File: src/rtl/pdrt_pkg.sv
// Package for the packet delay release table.
// Holds field widths, status and command codes, and the result type of the
// shared time unit. No dependencies.
package pdrt_pkg;

	localparam int SLOTS_DEF   = 16;
	localparam int MAX_RESULTS = 16;
	localparam int TIME_W      = 11;
	localparam int WORD_W      = 32;
	localparam int DRAW_W      = 7;
	localparam int ELAP_W      = 24;
	localparam int STATUS_W    = 2;
	localparam int IDX_OUT_W   = 4;

	localparam logic [DRAW_W-1:0] THR_RESET = 7'd10;

	typedef enum logic [STATUS_W-1:0] {
		ST_ACCEPTED = 2'd0,
		ST_DROPPED  = 2'd1,
		ST_FULL     = 2'd2,
		ST_RELEASED = 2'd3
	} status_t;

	typedef enum logic {
		CMD_INSERT = 1'b0,
		CMD_TIME   = 1'b1
	} cmd_t;

	typedef struct packed {
		logic [TIME_W-1:0] remain_us;
		logic              expired;
	} sub_res_t;

endpackage

File: src/rtl/packet_delay_release_table_unit.sv
// Insert: a dropped packet goes straight to its result; otherwise the slots
// are scanned from slot 0 for a free one. Time item: each slot is read through
// the table RAM read port and shared subtract unit, pausing on a stalled output.
// One item at a time; the input is not ready until its results are queued.
// Reset (arst_n, async): slot valid bits cleared, threshold set to 10,
// table contents undefined until written; no clearing pass.
module packet_delay_release_table_unit import pdrt_pkg::*; #(
	parameter int SLOTS = SLOTS_DEF
) (
	input  logic                 clk,
	input  logic                 arst_n,
	input  logic                 cfg_valid,
	output logic                 cfg_ready,
	input  logic [DRAW_W-1:0]    cfg_data,
	input  logic                 in_valid,
	output logic                 in_ready,
	input  logic                 command,
	input  logic [WORD_W-1:0]    packet_word,
	input  logic [TIME_W-1:0]    delay_us,
	input  logic [DRAW_W-1:0]    drop_draw,
	input  logic [ELAP_W-1:0]    elapsed_us,
	output logic                 out_valid,
	input  logic                 out_ready,
	output logic [STATUS_W-1:0]  status,
	output logic [IDX_OUT_W-1:0] slot_index,
	output logic [WORD_W-1:0]    released_word,
	output logic                 last
);

	localparam int IW   = $clog2(SLOTS);
	localparam int CW   = $clog2(MAX_RESULTS + 1);
	localparam int ENTW = TIME_W + WORD_W;

	typedef enum logic [2:0] {
		S_IDLE,
		S_FIND,
		S_EMIT,
		S_RD,
		S_EX,
		S_FLUSH
	} state_t;

	state_t               state_q;
	logic [DRAW_W-1:0]    thr_q;
	logic [SLOTS-1:0]     valid_q;
	logic [IW-1:0]        idx_q;
	logic [CW-1:0]        cnt_q;
	logic [WORD_W-1:0]    word_q;
	logic [TIME_W-1:0]    delay_q;
	logic [ELAP_W-1:0]    elapsed_q;
	status_t              res_status_q;
	logic [IDX_OUT_W-1:0] res_idx_q;
	logic                 pend_valid_q;
	logic [IDX_OUT_W-1:0] pend_idx_q;
	logic [WORD_W-1:0]    pend_word_q;
	logic                 out_valid_q;
	logic [STATUS_W-1:0]  status_q;
	logic [IDX_OUT_W-1:0] slot_index_q;
	logic [WORD_W-1:0]    released_word_q;
	logic                 last_q;

	logic                 in_acc;
	logic                 out_free;
	logic                 out_load;
	logic                 idx_end;
	logic [IW+3:0]        idx_wide;
	logic [IDX_OUT_W-1:0] idx_out;
	logic [ENTW-1:0]      rdata;
	logic [ENTW-1:0]      wdata;
	logic                 we;
	sub_res_t             sub;
	logic                 rel;
	logic                 ex_go;

	assign cfg_ready = 1'b1;
	assign in_ready  = (state_q == S_IDLE);
	assign in_acc    = in_valid && in_ready;
	assign out_free  = !out_valid_q || out_ready;
	assign idx_end   = (idx_q == IW'(SLOTS - 1));
	assign idx_wide  = {4'b0, idx_q};
	assign idx_out   = idx_wide[IDX_OUT_W-1:0];

	pdrt_sat_sub u_sub (
		.remain_us (rdata[ENTW-1:WORD_W]),
		.elapsed   (elapsed_q),
		.res       (sub)
	);

	assign rel   = valid_q[idx_q] && sub.expired && (cnt_q < CW'(MAX_RESULTS));
	assign ex_go = !(rel && pend_valid_q && !out_free);

	assign out_load = ((state_q == S_EMIT) && out_free)
		|| ((state_q == S_EX) && ex_go && rel && pend_valid_q)
		|| ((state_q == S_FLUSH) && pend_valid_q && out_free);

	always_comb begin
		we    = 1'b0;
		wdata = {delay_q, word_q};
		if (state_q == S_FIND) begin
			we = !valid_q[idx_q];
		end else if (state_q == S_EX) begin
			we    = ex_go && valid_q[idx_q] && !rel;
			wdata = {sub.remain_us, rdata[WORD_W-1:0]};
		end
	end

	pdrt_ram #(
		.WIDTH (ENTW),
		.DEPTH (SLOTS)
	) u_ram (
		.clk   (clk),
		.we    (we),
		.waddr (idx_q),
		.wdata (wdata),
		.raddr (idx_q),
		.rdata (rdata)
	);

	always_ff @(posedge clk or negedge arst_n) begin
		if (!arst_n) begin
			state_q      <= S_IDLE;
			thr_q        <= THR_RESET;
			valid_q      <= '0;
			pend_valid_q <= 1'b0;
			out_valid_q  <= 1'b0;
			idx_q        <= '0;
			cnt_q        <= '0;
		end else begin
			if (cfg_valid && cfg_ready) begin
				thr_q <= cfg_data;
			end
			if (out_load) begin
				out_valid_q <= 1'b1;
			end else if (out_valid_q && out_ready) begin
				out_valid_q <= 1'b0;
			end
			unique case (state_q)
				S_IDLE: begin
					if (in_acc) begin
						word_q    <= packet_word;
						delay_q   <= delay_us;
						elapsed_q <= elapsed_us;
						idx_q     <= '0;
						cnt_q     <= '0;
						if (command == CMD_TIME) begin
							state_q <= S_RD;
						end else if (drop_draw < thr_q) begin
							res_status_q <= ST_DROPPED;
							res_idx_q    <= '0;
							state_q      <= S_EMIT;
						end else begin
							state_q <= S_FIND;
						end
					end
				end
				S_FIND: begin
					if (!valid_q[idx_q]) begin
						valid_q[idx_q] <= 1'b1;
						res_status_q   <= ST_ACCEPTED;
						res_idx_q      <= idx_out;
						state_q        <= S_EMIT;
					end else if (idx_end) begin
						res_status_q <= ST_FULL;
						res_idx_q    <= '0;
						state_q      <= S_EMIT;
					end else begin
						idx_q <= idx_q + 1'b1;
					end
				end
				S_EMIT: begin
					if (out_free) begin
						status_q        <= res_status_q;
						slot_index_q    <= res_idx_q;
						released_word_q <= '0;
						last_q          <= 1'b1;
						state_q         <= S_IDLE;
					end
				end
				S_RD: begin
					state_q <= S_EX;
				end
				S_EX: begin
					if (ex_go) begin
						if (rel) begin
							valid_q[idx_q] <= 1'b0;
							cnt_q          <= cnt_q + 1'b1;
							pend_valid_q   <= 1'b1;
							pend_idx_q     <= idx_out;
							pend_word_q    <= rdata[WORD_W-1:0];
							if (pend_valid_q) begin
								status_q        <= ST_RELEASED;
								slot_index_q    <= pend_idx_q;
								released_word_q <= pend_word_q;
								last_q          <= 1'b0;
							end
						end
						if (idx_end) begin
							state_q <= S_FLUSH;
						end else begin
							idx_q   <= idx_q + 1'b1;
							state_q <= S_RD;
						end
					end
				end
				S_FLUSH: begin
					if (!pend_valid_q) begin
						state_q <= S_IDLE;
					end else if (out_free) begin
						status_q        <= ST_RELEASED;
						slot_index_q    <= pend_idx_q;
						released_word_q <= pend_word_q;
						last_q          <= 1'b1;
						pend_valid_q    <= 1'b0;
						state_q         <= S_IDLE;
					end
				end
				default: begin
					state_q <= S_IDLE;
				end
			endcase
		end
	end

	assign out_valid     = out_valid_q;
	assign status        = status_q;
	assign slot_index    = slot_index_q;
	assign released_word = released_word_q;
	assign last          = last_q;

endmodule

File: src/rtl/pdrt_ram.sv
// Generic single-write, single-read RAM with registered read data.
// Used for the slot table; no dependencies.
module pdrt_ram #(
	parameter int WIDTH = 8,
	parameter int DEPTH = 16
) (
	input  logic                     clk,
	input  logic                     we,
	input  logic [$clog2(DEPTH)-1:0] waddr,
	input  logic [WIDTH-1:0]         wdata,
	input  logic [$clog2(DEPTH)-1:0] raddr,
	output logic [WIDTH-1:0]         rdata
);

	logic [WIDTH-1:0] mem [DEPTH];
	logic [WIDTH-1:0] rdata_q;

	always_ff @(posedge clk) begin
		if (we) begin
			mem[waddr] <= wdata;
		end
		rdata_q <= mem[raddr];
	end

	assign rdata = rdata_q;

endmodule

File: src/rtl/pdrt_sat_sub.sv
// Shared time unit: saturating subtract of elapsed time from time left,
// with the expiry flag. Depends on pdrt_pkg.
module pdrt_sat_sub import pdrt_pkg::*; (
	input  logic [TIME_W-1:0] remain_us,
	input  logic [ELAP_W-1:0] elapsed,
	output sub_res_t          res
);

	logic [ELAP_W-1:0] ext;
	logic [ELAP_W-1:0] diff;
	logic              above;

	assign ext   = {{(ELAP_W-TIME_W){1'b0}}, remain_us};
	assign diff  = ext - elapsed;
	assign above = ext > elapsed;

	assign res.remain_us = above ? diff[TIME_W-1:0] : '0;
	assign res.expired   = !above;

endmodule

File: config.mk
export PLATFORM = sky130hd
export DESIGN_NAME = packet_delay_release_table_unit
export DESIGN_NICKNAME = d
export VERILOG_FILES = /design/src/rtl/pdrt_pkg.sv /design/src/rtl/packet_delay_release_table_unit.sv /design/src/rtl/pdrt_ram.sv /design/src/rtl/pdrt_sat_sub.sv
export SDC_FILE = /design/constraint.sdc
export NUM_CORES = 1
export LEC_CHECK = 0
export BUFFER_PORTS_ARGS = -buffer_cell sky130_fd_sc_hd__buf_4
export CORE_UTILIZATION = 62
export CTS_CLUSTER_SIZE = 12
export DETAILED_ROUTE_END_ITERATION = 8
export PLACE_DENSITY = 0.82
export SLEW_MARGIN = 20
export SYNTH_ARGS = -nofsm -noshare
export SYNTH_HDL_FRONTEND = slang
export SYNTH_HIERARCHICAL = 1
export SYNTH_SLANG_ARGS = --single-unit
export TNS_END_PERCENT = 20
File: constraint.sdc
create_clock -name clk -period 13.2 [get_ports clk]
set_input_delay 0.66 -clock clk [delete_from_list [all_inputs] [get_ports clk]]
set_output_delay 0.66 -clock clk [all_outputs]
set_load 0.05 [all_outputs]
Word-level counts from Yosys, hierarchy flattened
Memories as Yosys holds them, arrays and structs flattened. A register that Yosys moved wholly into a read port is not among the register bits.
Cells that the tools add are included.
{"block": "classes", "add_sub_neg": 3, "multipliers": 0, "eq_ne": 18, "shifts": 0, "muxes": 80, "magnitude_cmp": 5, "n_reduce_logical": 42, "div_mod_pow": 0, "n_bitwise": 4}
{"cell": "two-way mux 32 bit", "n": 6}
{"cell": "case mux 32 bit (3 select lines)", "n": 1}
{"cell": "two-way mux 43 bit", "n": 2}
{"cell": "two-way mux 4 bit", "n": 15}
{"cell": "two-way mux 16 bit", "n": 3}
{"cell": "case mux 16 bit (2 select lines)", "n": 1}
{"cell": "two-way mux 2 bit", "n": 13}
{"cell": "greater-than comparator 11 x 24 -> 1 bit", "n": 1}
{"cell": "case mux 4 bit (3 select lines)", "n": 2}
{"cell": "two-way mux 3 bit", "n": 7}
{"cell": "case mux 3 bit (6 select lines)", "n": 1}
{"cell": "two-way mux 1 bit", "n": 17}
{"cell": "bitwise AND 16 bit", "n": 1}
{"cell": "!= test 2 bit, second input constant", "n": 8}
{"cell": "NOT 16 bit", "n": 1}
{"cell": "bitwise OR 16 bit", "n": 1}
{"cell": "AND reduction 4 bit", "n": 4}
{"cell": "logical AND 1 bit", "n": 15}
{"cell": "two-way mux 5 bit", "n": 3}
{"cell": "AND reduction 6 bit", "n": 2}
{"cell": "two-way mux 11 bit", "n": 1}
{"cell": "subtractor 11 bit", "n": 1}
{"cell": "case mux 5 bit (2 select lines)", "n": 1}
{"cell": "nonzero test 2 bit", "n": 5}
{"cell": "26 further kinds", "n": 40}
{"block": "word_totals", "inputBits": 87, "ramBits": 688, "rom_bits": 0, "latchBits": 0, "memories": 1, "output_inout_bits": 42, "wordCells": 171, "regBits": 185}
{"memory": "u_ram.mem", "words": 16, "word_bits": 43, "rd": 1, "rd_clocked_by_memory_dff": 1, "wr": 1, "line": "pdrt_ram.sv:15", "text": "logic [WIDTH-1:0] mem [DEPTH];"}

Logic depth before layout (Yosys ltp)
{"block": "depth", "word_depth": 13, "depth_mapped": 15, "ltp_nobuf": 13}

Modules after synthesis
The synthesis kept the hierarchy.
{"mod": "pdrt_ram", "area_each_um2": 26639.3, "seq_area_each_um2": 21520.6, "cells_each": 1116, "instances": 1}
{"mod": "packet_delay_release_table_unit", "area_each_um2": 7623.6, "seq_area_each_um2": 5372.7, "cells_each": 584, "instances": 1}
{"mod": "pdrt_sat_sub", "area_each_um2": 686.9, "seq_area_each_um2": 0.0, "cells_each": 99, "instances": 1}

Least setup slack after synthesis
OpenSTA, ideal clock, no wires.
{"block": "synth_path", "path_type": "reg2reg", "from": "reg idx_q[0] (netlist: idx_out[0])", "to": "mem u_ram/mem[0][0] (netlist bit), enable pin", "period_less_slack_ps": 5980, "setup_time_ps": 497, "path_buffers": 2, "arrival_ps": 5483, "path_stages_with_launch": 10, "required_ps": 12703, "setup_slack_ps": 7220, "cell_sequence": "dfrtp_1 -> buf_6 -> mux2i_1 -> mux4_2 -> mux2_4 -> buf_2 -> nor2_1 -> a21o_1 -> or3b_2 -> nor3_1"}
{"block": "synth_between", "elab_chain_cells": 13, "word_cells_on_any_way": 15, "classes_between": "mux: 6; reduce/logical: 9"}
{"element": "start: declaration", "line": "packet_delay_release_table_unit.sv:46", "text": "logic [IW-1:0] idx_q;"}
{"element": "start signal: assignment", "line": "packet_delay_release_table_unit.sv:167", "text": "idx_q <= idx_q + 1'b1;"}
{"element": "start signal: assignment", "line": "packet_delay_release_table_unit.sv:200", "text": "idx_q <= idx_q + 1'b1;"}
{"element": "binary-select mux 1 bit (select 4 bit) *", "line": "packet_delay_release_table_unit.sv:89, packet_delay_release_table_unit.sv:100, packet_delay_release_table_unit.sv:102"}
{"element": "two-way mux 1 bit (not written as such) *", "line": "packet_delay_release_table_unit.sv:89, packet_delay_release_table_unit.sv:100, packet_delay_release_table_unit.sv:102"}
{"element": "logical AND 1 bit (2 in series)", "line": "packet_delay_release_table_unit.sv:89", "text": "assign rel = valid_q[idx_q] && sub.expired && (cnt_q < CW'(MAX_RESULTS));"}
{"element": "logical AND 1 bit (2 in series)", "line": "packet_delay_release_table_unit.sv:90", "text": "assign ex_go = !(rel && pend_valid_q && !out_free);"}
{"element": "logical NOT 1 bit", "line": "packet_delay_release_table_unit.sv:90"}
{"element": "logical AND 1 bit (2 in series)", "line": "packet_delay_release_table_unit.sv:102", "text": "we = ex_go && valid_q[idx_q] && !rel;"}
{"element": "two-way mux 1 bit", "line": "packet_delay_release_table_unit.sv:101", "text": "end else if (state_q == S_EX) begin"}
{"element": "two-way mux 1 bit *", "line": "packet_delay_release_table_unit.sv:99", "text": "if (state_q == S_FIND) begin"}
{"element": "via we", "line": "packet_delay_release_table_unit.sv:70", "text": "logic we;"}
{"element": "two-way mux 1 bit *", "line": "pdrt_ram.sv:19", "text": "if (we) begin"}
{"element": "two-way mux 1 bit (not written as such) *", "line": "pdrt_ram.sv:20", "text": "mem[waddr] <= wdata;"}
{"element": "end: declaration", "line": "pdrt_ram.sv:15"}
The timed path passes the listed nets; every way through them passes the cells marked *. The select of a mux whose other input is x is not followed.

Final worst setup path
{"block": "layout_path", "from": "reg idx_q[0] (netlist: idx_out[0])", "to": "mem u_ram/mem[0][22] (netlist bit), enable pin"}
Same word-level chain as after synthesis.

==> impl_metrics.csv <==
group,metric,value,unit
cells_and_area,syn2layout_area_growth,13.3,%
yosys,synthCells,1799,
clocking,clock_path_buffers,3,
clocking,clk_pin_slew,0.06,ns
critical_path,critPathLaunchType,"register",
routing,wl_met2,40500,um
timing,grt_setup_unrepaired,"false",
placed_design,numPortBuffers,127,
flow_run,cap_violations,0,
clocking,cts-buffers-inserted,91,
yosys,yosys_warnings,6,
clocking,clockRootBuffer,"clkbuf_16",
global_route,grt_overflow,0,
critical_path,end_kind,"register",
routing,routed_via_density,6.53,
critical_path,setup.worst_path.class,"register to register",
placed_design,gp_congestion,0.826,
global_route,grt_pass1_wl,119000,um
cells_and_area,drive_above_1_share,24.4,%
timing,tns,0,ns
global_route,grt_pass1_vias,19000,
yosys,syn-mean-instance-area,19.4,sq um
yosys,ys_ff_latch,916,
timing,max_freq,0.202,GHz
clocking,postCtsSetupRepairBufs,0,
routing,routed_wl,80800,um
timing,finalWorstSetupSlack,8.26,ns
critical_path,rr_worst_depth,8,
yosys,async_reset_ff_share,4.04,%
yosys,synth_edf_count,836,
placed_design,dpl.hpwl,41300,um
routing,num_vias,18200,
routing,routedWlPerCell,29.0,um
routing,routed.top_layer,"met4",
routing,drtAntennaViolNets,0,
clocking,cts_tree,"built",
placed_design,place_inst,2614,
power,total_power,0.00726,W
timing,finalWorstPathRequiredPeriod,4.94,ns
cells_and_area,regArea,26900,sq um
yosys,synthesis.area,34900,sq um
die,core_area,55400,sq um
timing,finClkSkew,0.0375,ns
global_route,antenna_found_initial,0,
yosys,synth_largest_area_cell,"edfxtp_1",
yosys,ys_seq_area_share,76.9,%
yosys,yosys.cell_types.count,76,
clocking,htree_levels,3,
timing,whs,0.0156,ns
die,die_h,239,um
cells_and_area,multiInputGateArea,7660,sq um
routing,drtIter0Drc,2157,
die,top_level_ports,129,
critical_path,critPathArrivalTime,5.21,ns
placed_design,dp_slack,8.15,ns
timing,setup_viol,0,
timing,finalHoldViolations,0,
cells_and_area,final_cells,2782,
power,peakVddDrop,108,uV
routing,met3_length,7650,um
global_route,grtUsageTotal,29.0,%
power,power.density,183,nW/um^2
clocking,worstSkewPairLatency,0.66,ns
yosys,synth_area_leaders,"edfxtp_1, mux4_2, dfrtp_1",
cells_and_area,diodes,0,
critical_path,cp.required,13.47,ns
clocking,clkSinkCount,916,
routing,drc_errors,0,
yosys,synth_commonest_cells,"edfxtp_1, nand2_1, mux4_2, a22oi_1, nor2_1",
die,die_width,239,um
routing,m1WireLength,29500,um
yosys,ys_dominant_reg_cell,"edfxtp_1",
run_status,status,"complete, no violations",
yosys,synth_top_area_share,71.8,%
cells_and_area,fillers,3090,
routing,drt-pass1-iter-count,5,
power,p_leak,13.1,nW
critical_path,rrSetupSlack,8.26,ns
die,dieArea,57300,sq um
clocking,cts_hold_buf,0,
timing,max_slew.worst_pin.slew,1.04,ns
timing,slew_headroom,30.5,%
timing,min_period_over_period,37.5,%
critical_path,cp_max_fo,51,
die,num_rows,86,
cells_and_area,nets,2070,
timing,slew_viol_final,0,
die,initial_core_util,63.1,%
global_route,grt_max_degree,69,
yosys,syn_nets,1909,
clocking,cts_resized,0,
yosys,yosysMostFrequentCell,"edfxtp_1",
min_path,hold_class,"input pin to async pin",
cell families after synthesis:
family	count (synthesis)	share of synthesized area, %
DFF	916	76.9
and+or+nand+nor	362	4.71
muxes	197	12.0
AOI/OAI and AO/OA	181	3.87
buffers and inverters	117	1.60
adders and majority gates	23	0.845
xor gates and xnor gates	2	0.0501
other	1	0.0107
worst max-delay path, cell delays in order (launching register included):
cell	delay, ns
dfrtp_4	1.04
mux2i_1	0.21
mux4_2	0.52
mux2_4	0.38
nor2_1	0.13
a21o_1	0.21
or3b_2	0.60
nor3_2	0.82
buf_4	0.61
state kept, by name, indices dropped and copies added (netlist names), 3 cells and up, named ones only:
signal and cells:
released_word 32, cnt_q 5, slot_index 4, u_ram/rdata 43, thr_q 7, word_q 32, state_q 3, u_ram/mem 688
pend_word_q 32, res_idx_q 4, delay_q 11, idx_out 4, elapsed_q 24, pend_idx_q 4
routing by layer:
| metal | global-route usage [%] | up-vias |
|---|---|---|
| li1 | - | 7530 |
| met5 | 0 | - |
| met4 | 11.8 | 0 |
| met1 | 37.7 | 9322 |
| met2 | 48.2 | 1111 |
| met3 | 6.28 | 208 |
area by class of cell:
type / instances / area share (%)
clock inverters: 21 / 0.585
clock buffers: 146 / 6.43
flip-flops and latches: 916 / 68.0
well taps: 748 / 2.36
multi-input cells: 766 / 19.3
inverters: 26 / 0.247
repair buffers: 159 / 3.08
where the power goes:
group | switching (W) | total [W] | internal, W | leakage, nW
combinational | 0.000771 | 0.00123 | 0.000459 | 3.35
sequential | 0.000128 | 0.00361 | 0.00348 | 8.39
clock | 0.00106 | 0.00242 | 0.00137 | 1.33
worst paths after layout:
check | from | end
max | idx_out[0] | u_ram/mem[0][22]
min | arst_n | thr_q[4]
max reg2reg | idx_out[0] | u_ram/mem[0][22]
min reg2reg | u_ram/rdata[4] | pend_word_q[4]
max in group asynchronous | arst_n | idx_out[0]
min in group clk | packet_word[10] | word_q[10]
cells in the final DEF, fill, tap and decap left out, types with 6 or more instances in the layout:
cell       netlist  routed
mux2i_1         10      10
nand3_1          7       7
a31oi_1         11      11
nor2b_1         12       8
o21ai_0         17      17
a41oi_1         10      10
edfxtp_1       836     836
clkinv_1         0       8
and2_1          37      36
dfrtp_1         35      33
a22oi_1         87      87
nand4_1          7       7
clkbuf_16        0      92
mux4_2         174     174
dfxtp_1         43      43
inv_1           26      26
clkbuf_1        45      50
a21oi_1         13      13
buf_4            3     157
nor3_1          10       6
nor2_1          46      33
nor2_4           0      13
ha_1            22      22
nand2_1        208     208
mux2_2           6       6
stage by stage:
stage / instance area, sq um / util, %
2_1_floorplan: 34900 / -
3_3_place_gp: 36800 / 66.4
3_5_place_dp: 36800 / 66.4
6_report: 39600 / 71.4
4_1_cts: 39600 / 71.4
5_1_grt: 39600 / 71.4
(Power assumes the default switching activity.)
